`src/klbei_pkg.sv`:
```
// Shared types, constants and helpers for the key lower-bound to entry-index block.
// No dependencies. Used by klbei_ctrl, klbei_dp and key_lower_bound_to_entry_index_core.
package klbei_pkg;

  // Grid limits and field widths
  localparam int unsigned MAX_RANK    = 4;
  localparam int unsigned DIGIT_BYTES = 4;
  localparam int unsigned RANK_W      = 3;
  localparam int unsigned EXTENT_W    = 16;
  localparam int unsigned DIGIT_W     = 32;
  localparam int unsigned ENTRY_W     = 64;
  localparam int unsigned POS_W       = 5;
  localparam int unsigned CFG_IDX_W   = 3;
  localparam int unsigned CFG_DATA_W  = 16;

  // Configuration register indexes
  localparam logic [CFG_IDX_W-1:0] REG_RANK     = 3'd0;
  localparam logic [CFG_IDX_W-1:0] REG_EXTENT_0 = 3'd1;
  localparam logic [CFG_IDX_W-1:0] REG_EXTENT_1 = 3'd2;
  localparam logic [CFG_IDX_W-1:0] REG_EXTENT_2 = 3'd3;
  localparam logic [CFG_IDX_W-1:0] REG_EXTENT_3 = 3'd4;

  // Commands from the controller to the datapath
  typedef struct packed {
    logic accept;     // take the input beat
    logic pad_shift;  // shift a zero byte into a partial digit
    logic mul;        // product register <= accumulator * extent
    logic add;        // accumulator <= product + digit term
    logic tot_init;   // start the entry-count product
    logic tot_step;   // multiply in one more extent
    logic load_out;   // load the result register and clear the key
    logic use_total;  // result is the entry count (empty upper key)
  } klbei_cmd_t;

  // Status from the datapath to the controller
  typedef struct packed {
    logic dim_lt_rank;  // digits still to complete
    logic part_zero;    // no partial digit bytes held
    logic part_three;   // next byte completes a digit
    logic key_empty;    // no byte taken and none overlong
    logic tot_done;     // entry count complete
    logic out_free;     // result register can be loaded this cycle
  } klbei_sts_t;

  // Rank in use: zero reads as one, above the limit reads as the limit
  function automatic logic [RANK_W-1:0] used_rank(input logic [RANK_W-1:0] rank);
    logic [RANK_W-1:0] r;
    r = rank;
    if (r == '0) r = RANK_W'(1);
    if (r > RANK_W'(MAX_RANK)) r = RANK_W'(MAX_RANK);
    return r;
  endfunction

endpackage

```
`src/klbei_dp.sv`:
```
// Datapath: configuration registers, key assembly, shared 64x16 multiplier,
// entry-count product and result register. Depends on klbei_pkg.
module klbei_dp
  import klbei_pkg::*;
(
  input  logic                  clk_i,
  input  logic                  rst_ni,
  input  logic                  cfg_we_i,
  input  logic [CFG_IDX_W-1:0]  cfg_index_i,
  input  logic [CFG_DATA_W-1:0] cfg_data_i,
  input  logic [7:0]            key_byte_i,
  input  logic                  byte_present_i,
  input  logic                  out_stall_i,
  input  klbei_cmd_t            cmd_i,
  output klbei_sts_t            sts_o,
  output logic                  out_valid_o,
  output logic [ENTRY_W-1:0]    entry_index_o
);

  logic [RANK_W-1:0]   rank_q;
  logic [EXTENT_W-1:0] ext_q [MAX_RANK];

  logic [POS_W-1:0]    pos_q;
  logic [DIGIT_W-1:0]  idx_q;
  logic [ENTRY_W-1:0]  acc_q;
  logic [ENTRY_W-1:0]  prod_q;
  logic [ENTRY_W-1:0]  tot_q;
  logic [RANK_W-1:0]   dim_q;
  logic [RANK_W-1:0]   tcnt_q;
  logic                clamp_q;
  logic                over_q;
  logic [ENTRY_W-1:0]  out_q;
  logic                out_valid_q;

  logic [RANK_W-1:0]           rank_w;
  logic                        dim_lt_w;
  logic [EXTENT_W-1:0]         ext_w;
  logic [ENTRY_W-1:0]          mul_a_w;
  logic [ENTRY_W+EXTENT_W-1:0] mul_w;
  logic                        ge_w;
  logic [ENTRY_W-1:0]          term_w;
  logic [ENTRY_W-1:0]          adj_w;

  assign rank_w   = used_rank(rank_q);
  assign dim_lt_w = dim_q < rank_w;

  // Shared multiplier: accumulator for digits, entry count otherwise
  assign ext_w   = cmd_i.tot_step ? ext_q[tcnt_q[1:0]] : ext_q[dim_q[1:0]];
  assign mul_a_w = cmd_i.tot_step ? tot_q : acc_q;
  assign mul_w   = mul_a_w * ext_w;

  // Digit term: zero once clamped; else index below extent adds itself, at or above adds the extent
  assign ge_w   = idx_q >= {{(DIGIT_W-EXTENT_W){1'b0}}, ext_w};
  assign term_w = clamp_q ? '0 :
                  ge_w    ? {{(ENTRY_W-EXTENT_W){1'b0}}, ext_w} :
                            {{(ENTRY_W-DIGIT_W){1'b0}}, idx_q};

  // Overlong key moves one past, but never beyond the entry count
  assign adj_w = (over_q && (acc_q < tot_q)) ? acc_q + ENTRY_W'(1) : acc_q;

  // Configuration registers
  always_ff @(posedge clk_i or negedge rst_ni) begin
    if (!rst_ni) begin
      rank_q <= RANK_W'(1);
      for (int i = 0; i < MAX_RANK; i++) ext_q[i] <= EXTENT_W'(1);
    end else if (cfg_we_i) begin
      case (cfg_index_i)
        REG_RANK:     rank_q   <= cfg_data_i[RANK_W-1:0];
        REG_EXTENT_0: ext_q[0] <= cfg_data_i;
        REG_EXTENT_1: ext_q[1] <= cfg_data_i;
        REG_EXTENT_2: ext_q[2] <= cfg_data_i;
        REG_EXTENT_3: ext_q[3] <= cfg_data_i;
        default: ;
      endcase
    end
  end

  // Key assembly and accumulation
  always_ff @(posedge clk_i or negedge rst_ni) begin
    if (!rst_ni) begin
      pos_q   <= '0;
      idx_q   <= '0;
      acc_q   <= '0;
      prod_q  <= '0;
      tot_q   <= '0;
      dim_q   <= '0;
      tcnt_q  <= '0;
      clamp_q <= 1'b0;
      over_q  <= 1'b0;
    end else begin
      if (cmd_i.accept && byte_present_i) begin
        if (dim_lt_w) begin
          idx_q <= {idx_q[DIGIT_W-9:0], key_byte_i};
          pos_q <= pos_q + POS_W'(1);
        end else begin
          over_q <= 1'b1;
        end
      end
      if (cmd_i.pad_shift) begin
        idx_q <= {idx_q[DIGIT_W-9:0], 8'h00};
        pos_q <= pos_q + POS_W'(1);
      end
      if (cmd_i.mul) prod_q <= mul_w[ENTRY_W-1:0];
      if (cmd_i.add) begin
        acc_q   <= prod_q + term_w;
        clamp_q <= clamp_q | ge_w;
        dim_q   <= dim_q + RANK_W'(1);
        idx_q   <= '0;
      end
      if (cmd_i.tot_init) begin
        tot_q  <= ENTRY_W'(1);
        tcnt_q <= '0;
      end
      if (cmd_i.tot_step) begin
        tot_q  <= mul_w[ENTRY_W-1:0];
        tcnt_q <= tcnt_q + RANK_W'(1);
      end
      // key done: back to the cleared state
      if (cmd_i.load_out) begin
        pos_q   <= '0;
        idx_q   <= '0;
        acc_q   <= '0;
        dim_q   <= '0;
        clamp_q <= 1'b0;
        over_q  <= 1'b0;
      end
    end
  end

  // Result register
  always_ff @(posedge clk_i or negedge rst_ni) begin
    if (!rst_ni) begin
      out_valid_q <= 1'b0;
    end else if (cmd_i.load_out) begin
      out_valid_q <= 1'b1;
    end else if (!out_stall_i) begin
      out_valid_q <= 1'b0;
    end
  end

  always_ff @(posedge clk_i) begin
    if (cmd_i.load_out) out_q <= cmd_i.use_total ? tot_q : adj_w;
  end

  assign sts_o.dim_lt_rank = dim_lt_w;
  assign sts_o.part_zero   = pos_q[1:0] == 2'd0;
  assign sts_o.part_three  = pos_q[1:0] == 2'd3;
  assign sts_o.key_empty   = (pos_q == '0) && !over_q;
  assign sts_o.tot_done    = tcnt_q == rank_w;
  assign sts_o.out_free    = !out_valid_q || !out_stall_i;

  assign out_valid_o   = out_valid_q;
  assign entry_index_o = out_q;

endmodule

```
`src/klbei_ctrl.sv`:
```
// Controller state machine: sequences byte intake, digit multiply/add, padding,
// entry-count product and result hand-off. Depends on klbei_pkg.
module klbei_ctrl
  import klbei_pkg::*;
(
  input  logic       clk_i,
  input  logic       rst_ni,
  input  logic       in_valid_i,
  input  logic       byte_present_i,
  input  logic       last_byte_i,
  input  logic       is_upper_i,
  output logic       in_stall_o,
  input  klbei_sts_t sts_i,
  output klbei_cmd_t cmd_o
);

  localparam logic [2:0] S_IDLE = 3'd0;
  localparam logic [2:0] S_MUL  = 3'd1;
  localparam logic [2:0] S_ADD  = 3'd2;
  localparam logic [2:0] S_FIN  = 3'd3;
  localparam logic [2:0] S_TOT  = 3'd4;
  localparam logic [2:0] S_DONE = 3'd5;

  logic [2:0] state_q, state_d;
  logic       fin_q, fin_d;
  logic       empty_q, empty_d;
  logic       take_w;

  assign take_w = in_valid_i && (state_q == S_IDLE);

  // Next state and commands
  always_comb begin
    state_d = state_q;
    fin_d   = fin_q;
    empty_d = empty_q;
    cmd_o   = '0;
    cmd_o.use_total = empty_q;
    case (state_q)
      S_IDLE: begin
        if (take_w) begin
          cmd_o.accept = 1'b1;
          if (byte_present_i && sts_i.dim_lt_rank && sts_i.part_three) begin
            state_d = S_MUL;
            fin_d   = last_byte_i;
          end else if (last_byte_i) begin
            state_d = S_FIN;
            fin_d   = 1'b1;
            empty_d = !byte_present_i && sts_i.key_empty && is_upper_i;
          end
        end
      end
      S_MUL: begin
        cmd_o.mul = 1'b1;
        state_d   = S_ADD;
      end
      S_ADD: begin
        cmd_o.add = 1'b1;
        state_d   = fin_q ? S_FIN : S_IDLE;
      end
      S_FIN: begin
        if (!empty_q && sts_i.dim_lt_rank) begin
          if (!sts_i.part_zero) begin
            cmd_o.pad_shift = 1'b1;
          end else begin
            state_d = S_MUL;
          end
        end else begin
          cmd_o.tot_init = 1'b1;
          state_d        = S_TOT;
        end
      end
      S_TOT: begin
        if (sts_i.tot_done) begin
          state_d = S_DONE;
        end else begin
          cmd_o.tot_step = 1'b1;
        end
      end
      S_DONE: begin
        if (sts_i.out_free) begin
          cmd_o.load_out = 1'b1;
          state_d        = S_IDLE;
          fin_d          = 1'b0;
          empty_d        = 1'b0;
        end
      end
      default: begin
        state_d = S_IDLE;
        fin_d   = 1'b0;
        empty_d = 1'b0;
      end
    endcase
  end

  always_ff @(posedge clk_i or negedge rst_ni) begin
    if (!rst_ni) begin
      state_q <= S_IDLE;
      fin_q   <= 1'b0;
      empty_q <= 1'b0;
    end else begin
      state_q <= state_d;
      fin_q   <= fin_d;
      empty_q <= empty_d;
    end
  end

  assign in_stall_o = state_q != S_IDLE;

endmodule

```
`src/key_lower_bound_to_entry_index_core.sv`:
```
// Key lower bound to row-major entry index: top level.
// Depends on klbei_pkg, klbei_ctrl and klbei_dp.
//
// Input channel (in_valid_i / in_stall_o): one key byte per beat, most
//   significant byte of dimension zero first. byte_present_i = 0 with last_byte_i
//   ends a key without a byte (empty key when first); is_upper_i is sampled on
//   the last beat. A beat without byte and without last is dropped.
// Output channel (out_valid_o / out_stall_i): one 64-bit entry index per key from
//   a result register; the next key's bytes are taken while a result waits there.
// Configuration: rank and extents via cfg_we_i, cfg_index_i and cfg_data_i between
//   keys; indexes beyond the list are ignored.
// Sequence: a byte that does not complete a digit is taken alone; one that completes
//   a digit is followed by a multiply, then an add on the shared 64x16 multiplier. After
//   the last byte: zero-byte padding of a partial digit, a multiply and an add per digit
//   still missing, the entry-count product one extent per step, then the result load.
// A stalled receiver holding the result register makes the block wait before
//   loading it, taking no byte meanwhile.
// Reset: rank and extents return to 1, the key state is cleared, no result pends.
module key_lower_bound_to_entry_index_core
  import klbei_pkg::*;
(
  input  logic                  clk_i,
  input  logic                  rst_ni,
  input  logic                  cfg_we_i,
  input  logic [CFG_IDX_W-1:0]  cfg_index_i,
  input  logic [CFG_DATA_W-1:0] cfg_data_i,
  input  logic                  in_valid_i,
  output logic                  in_stall_o,
  input  logic [7:0]            key_byte_i,
  input  logic                  byte_present_i,
  input  logic                  last_byte_i,
  input  logic                  is_upper_i,
  output logic                  out_valid_o,
  input  logic                  out_stall_i,
  output logic [ENTRY_W-1:0]    entry_index_o
);

  klbei_cmd_t cmd;
  klbei_sts_t sts;

  klbei_ctrl u_ctrl (
    .clk_i          (clk_i),
    .rst_ni         (rst_ni),
    .in_valid_i     (in_valid_i),
    .byte_present_i (byte_present_i),
    .last_byte_i    (last_byte_i),
    .is_upper_i     (is_upper_i),
    .in_stall_o     (in_stall_o),
    .sts_i          (sts),
    .cmd_o          (cmd)
  );

  klbei_dp u_dp (
    .clk_i          (clk_i),
    .rst_ni         (rst_ni),
    .cfg_we_i       (cfg_we_i),
    .cfg_index_i    (cfg_index_i),
    .cfg_data_i     (cfg_data_i),
    .key_byte_i     (key_byte_i),
    .byte_present_i (byte_present_i),
    .out_stall_i    (out_stall_i),
    .cmd_i          (cmd),
    .sts_o          (sts),
    .out_valid_o    (out_valid_o),
    .entry_index_o  (entry_index_o)
  );

endmodule
```
`config.mk`:
```
export PLATFORM = sky130hd
export DESIGN_NAME = key_lower_bound_to_entry_index_core
export DESIGN_NICKNAME = d
export VERILOG_FILES = /design/src/klbei_pkg.sv /design/src/klbei_dp.sv /design/src/klbei_ctrl.sv /design/src/key_lower_bound_to_entry_index_core.sv
export SDC_FILE = /design/constraint.sdc
export NUM_CORES = 2
export LEC_CHECK = 0
export ABC_AREA = 1
export BUFFER_PORTS_ARGS = -buffer_cell sky130_fd_sc_hd__buf_2
export CAP_MARGIN = 40
export CORE_MARGIN = 10
export CORE_UTILIZATION = 37
export CTS_CLUSTER_SIZE = 25
export DETAILED_ROUTE_END_ITERATION = 8
export GPL_TIMING_DRIVEN = 0
export PLACE_DENSITY = 0.56
export SLEW_MARGIN = 20
export SYNTH_ARGS = -nofsm -noshare
export SYNTH_HDL_FRONTEND = slang
export SYNTH_SLANG_ARGS = --single-unit
export TNS_END_PERCENT = 20
```
`constraint.sdc`:
```
create_clock -name clk_i -period 9.05 [get_ports clk_i]
set_input_delay 0 -clock clk_i [delete_from_list [all_inputs] [get_ports clk_i]]
set_output_delay 0 -clock clk_i [all_outputs]
set_load 0.005 [all_outputs]
```
==> flow_summary.yaml <==
grt:
  grt_pass1_vias: 45700
  grtUsageMet3: 0.0505
  busiest_layer: "met2"
  grt_remaining_overflow: 0
  antenna_found_initial: 10
  grt_use_total: 0.264
  grt_pass1_wl_mm: 300
  grt.met1_usage: 0.356
  grt_max_degree: 94
  use_met2: 0.416
clocking:
  h-tree-depth: 2
  clock_latency_ps: 620
  path_clk_slew_ps: 70
  cts_root_buf: "clkbuf_16"
  ctsLongestPathBuffers: 3
  cts_tree: "done"
  numCtsBuffers: 42
  clock_sinks: 374
routing:
  drtIter0Drc: 4739
  routed_wl_mm: 202
  drt_first_pass_iters: 6
  viasPerCell: 5.36
  drc: 0
  ant_nets: 0
  drt-wirelength-per-cell_um: 23.6
  vias: 46000
placement:
  hpwl_mm: 167
  gp_congestion: 1.01
  port_buffers: 100
synth:
  synthTopCellsByArea: "fa_1 30%, dfrtp_1 15%, nand2_1 12%"
  synthFlopType: "dfrtp_1"
  async_flop_share: 0.829
  ys_warn_count: 0
  synthTopCellsByCount: "1548 x nand2_1, 1283 x inv_1, 753 x fa_1"
  yosysMostFrequentCell: "nand2_1"
  synth_compound_area_frac: 0.107
  synth-seq-area-share: 0.195
  ys_types: 61
  synth_enable_flop_cells: 64
  synth.avg_cell_area_um2: 7.67
  synthesis.instances: 6475
  synth_top_area_frac: 0.303
  synth_top_area_cell: "fa_1"
  yosys.area_share.xor_xnor: 0.0182
  synthMuxAreaShare: 0.000630
  synth.cell_area_mm2: 0.0497
  yosys.area_share.simple: 0.201
  ys_seq_elements: 374
  synth_top_family_by_area: "adder cells"
  synth_fa_ha_area_frac: 0.358
sta:
  max_freq_mhz: 115
  setup_viol: 0
  hold_violations: 0
  finClkSkew_ps: 40.6
  finalWorstPathRequiredPeriod_ps: 8730
  finalCritPeriodShare: 0.965
  holdWs_ps: 29.2
  drv_slew: 0
  worst_pin_slew_ps: 1070
  slew_headroom: 0.288
  grt_setup_unrepaired: "yes"
cells_and_area:
  nFillCells: 14000
  final_nets: 7770
  drive_above_1_share: 0.0731
  final_util: 0.420
  area_delta_synth_final_pct: 12.7
floorplan:
  die_area_mm2: 0.149
  dieHeight_um: 386
  rows: 134
  die_width_um: 386
  num_io_pins: 101
  start_util: 0.372
  core-area_mm2: 0.133
worst_setup_path:
  end_kind: "register"
  worst-path-max-fanout: 10
  critPathKind: "reg -> reg"
  cp-start-kind: "register"
  crit_required_ps: 9520
  crit_top_cell: "nand2_1"
  arrival_ps: 9200
  slowest_delay_ps: 550
  critPathSlowestCell: "fa_1"
flow_run:
  maxCapViolations: 0
worst_hold_path:
  min_path_type: "in -> reg"
outcome:
  status: "finished clean"
==> critical path, delay by kind of cell, from the launching register on <==
kind                       cells  cell delay [ps]
buffers and inverters         10             1720
AOI/OAI and AO/OA              6             1530
and+or+nand+nor               13             1500
DFF                            1              340
adders and majority gates      7             3480
==> layout by cell type (no fill, tap or decap), drive strengths merged, types with 14 or more instances in the layout <==
cell         Yosys  routed
dlygate4sd3      0      43
ha             215     215
nand3          171     171
a31oi           46      46
nand4           36      36
o22ai          108     108
nand3b          18      18
nand2         1555    1555
inv           1293    1294
buf             65     259
xor2            81      81
nor2           589     589
nor4            31      31
clkbuf         196     249
o21ai          460     460
conb             1      16
or2             16      16
nor3            69      69
o21a            14      14
a21o            19      19
dfrtp          305     305
a21oi          242     242
xnor2           22      22
edfxtp          64      64
fa             753     753
clkinv          16      17
a211oi          22      22
==> metrics by stage <==
stage	area (um^2)	setup WS, ps	setup TNS (ps)	cells
floorplan	49700	1780	0	6490
global placement	52500	-1640	-142390	8358
detailed placement	53200	-1130	-54460	8420
CTS	55400	13.6	0	8540
global route	56000	-38.3	-123	8565
finish	56000	321	0	8570
==> registers in the layout, summed over array words and instances, names as in the netlist <==
| signal | flops |
|---|---|
| u_ctrl.empty_q | 1 |
| u_ctrl.fin_q | 1 |
| u_ctrl.state_q | 3 |
| u_dp.acc_q | 64 |
| u_dp.clamp_q | 1 |
| u_dp.dim_q | 3 |
| u_dp.entry_index_o | 64 |
| u_dp.ext_q | 64 |
| u_dp.idx_q | 32 |
| u_dp.out_valid_o | 1 |
| u_dp.over_q | 1 |
| u_dp.pos_q | 5 |
| u_dp.prod_q | 64 |
| u_dp.rank_q | 3 |
| u_dp.tcnt_q | 3 |
| u_dp.tot_q | 64 |
==> routing by layer <==
metal | wire, um | vias to the layer above | part of all wire
li1 | - | 20500 | -
met1 | 84300 | 23100 | 0.42
met2 | 91400 | 1973 | 0.45
met3 | 17600 | 403 | 0.087
met4 | 9020 | 6 | 0.045
met5 | 43 | - | 0.00021
==> final cells by class <==
| type | count | area (um^2) | area share |
|---|---|---|---|
| Sequential cell | 374 | 9690 | 0.173 |
| Clock inverter | 17 | 233 | 0.00416 |
| Inverter | 1309 | 4950 | 0.0883 |
| Clock buffer | 57 | 1210 | 0.0216 |
| Buffer | 260 | 1310 | 0.0234 |
| Tap cell | 1768 | 2210 | 0.0395 |
| Antenna cell | 5 | 12.5 | 0.000223 |
| Multi-Input combinational cell | 4546 | 34500 | 0.615 |
| Timing Repair Buffer | 234 | 1930 | 0.0344 |
==> logic make-up (layout without fill, tap and decap cells) <==
family / after synthesis / after routing
flip-flops: 374 / 374
multiplexers: 3 / 3
XOR/XNOR: 103 / 103
other: 1 / 21
AO/OA/AOI/OAI: 960 / 960
adder cells (fa/ha/maj): 968 / 968
AND/OR/NAND/NOR: 2496 / 2496
buffers and inverters: 1570 / 1877
==> timing repair <==
item / 4_1_cts / 5_1_grt
endpoints found under the hold margin: 321 / 0
gates resized for setup: 105 / 182
pin swaps: 1 / 10
buffers inserted: 3 / 19
endpoints found under the setup margin: 94 / 68
hold buffers: 44 / 0
==> final timing paths <==
path / startpoint / endpoint / slack, ps / depth (start not counted)
max: u_dp.tcnt_q[1]$_DFFE_PN0P_ / u_dp.tot_q[42]$_DFFE_PN0P_ / 320 / 36
min: byte_present_i / u_ctrl.empty_q$_DFFE_PN0P_ / 30 / 4
max reg2reg: u_dp.tcnt_q[1]$_DFFE_PN0P_ / u_dp.tot_q[42]$_DFFE_PN0P_ / 320 / 36
min reg2reg: u_dp.ext_q[51]$_DFFE_PN0P_ / u_dp.ext_q[51]$_DFFE_PN0P_ / 490 / 2
max in group asynchronous: rst_ni / u_dp.prod_q[26]$_DFFE_PN0P_ / 7530 / 5
min in group asynchronous: rst_ni / u_dp.ext_q[9]$_DFFE_PN0P_ / 410 / 3
Power is left out: the tool's default activity adds up to more than one toggle a clock period on the data nets, which glitch-free logic cannot reach.
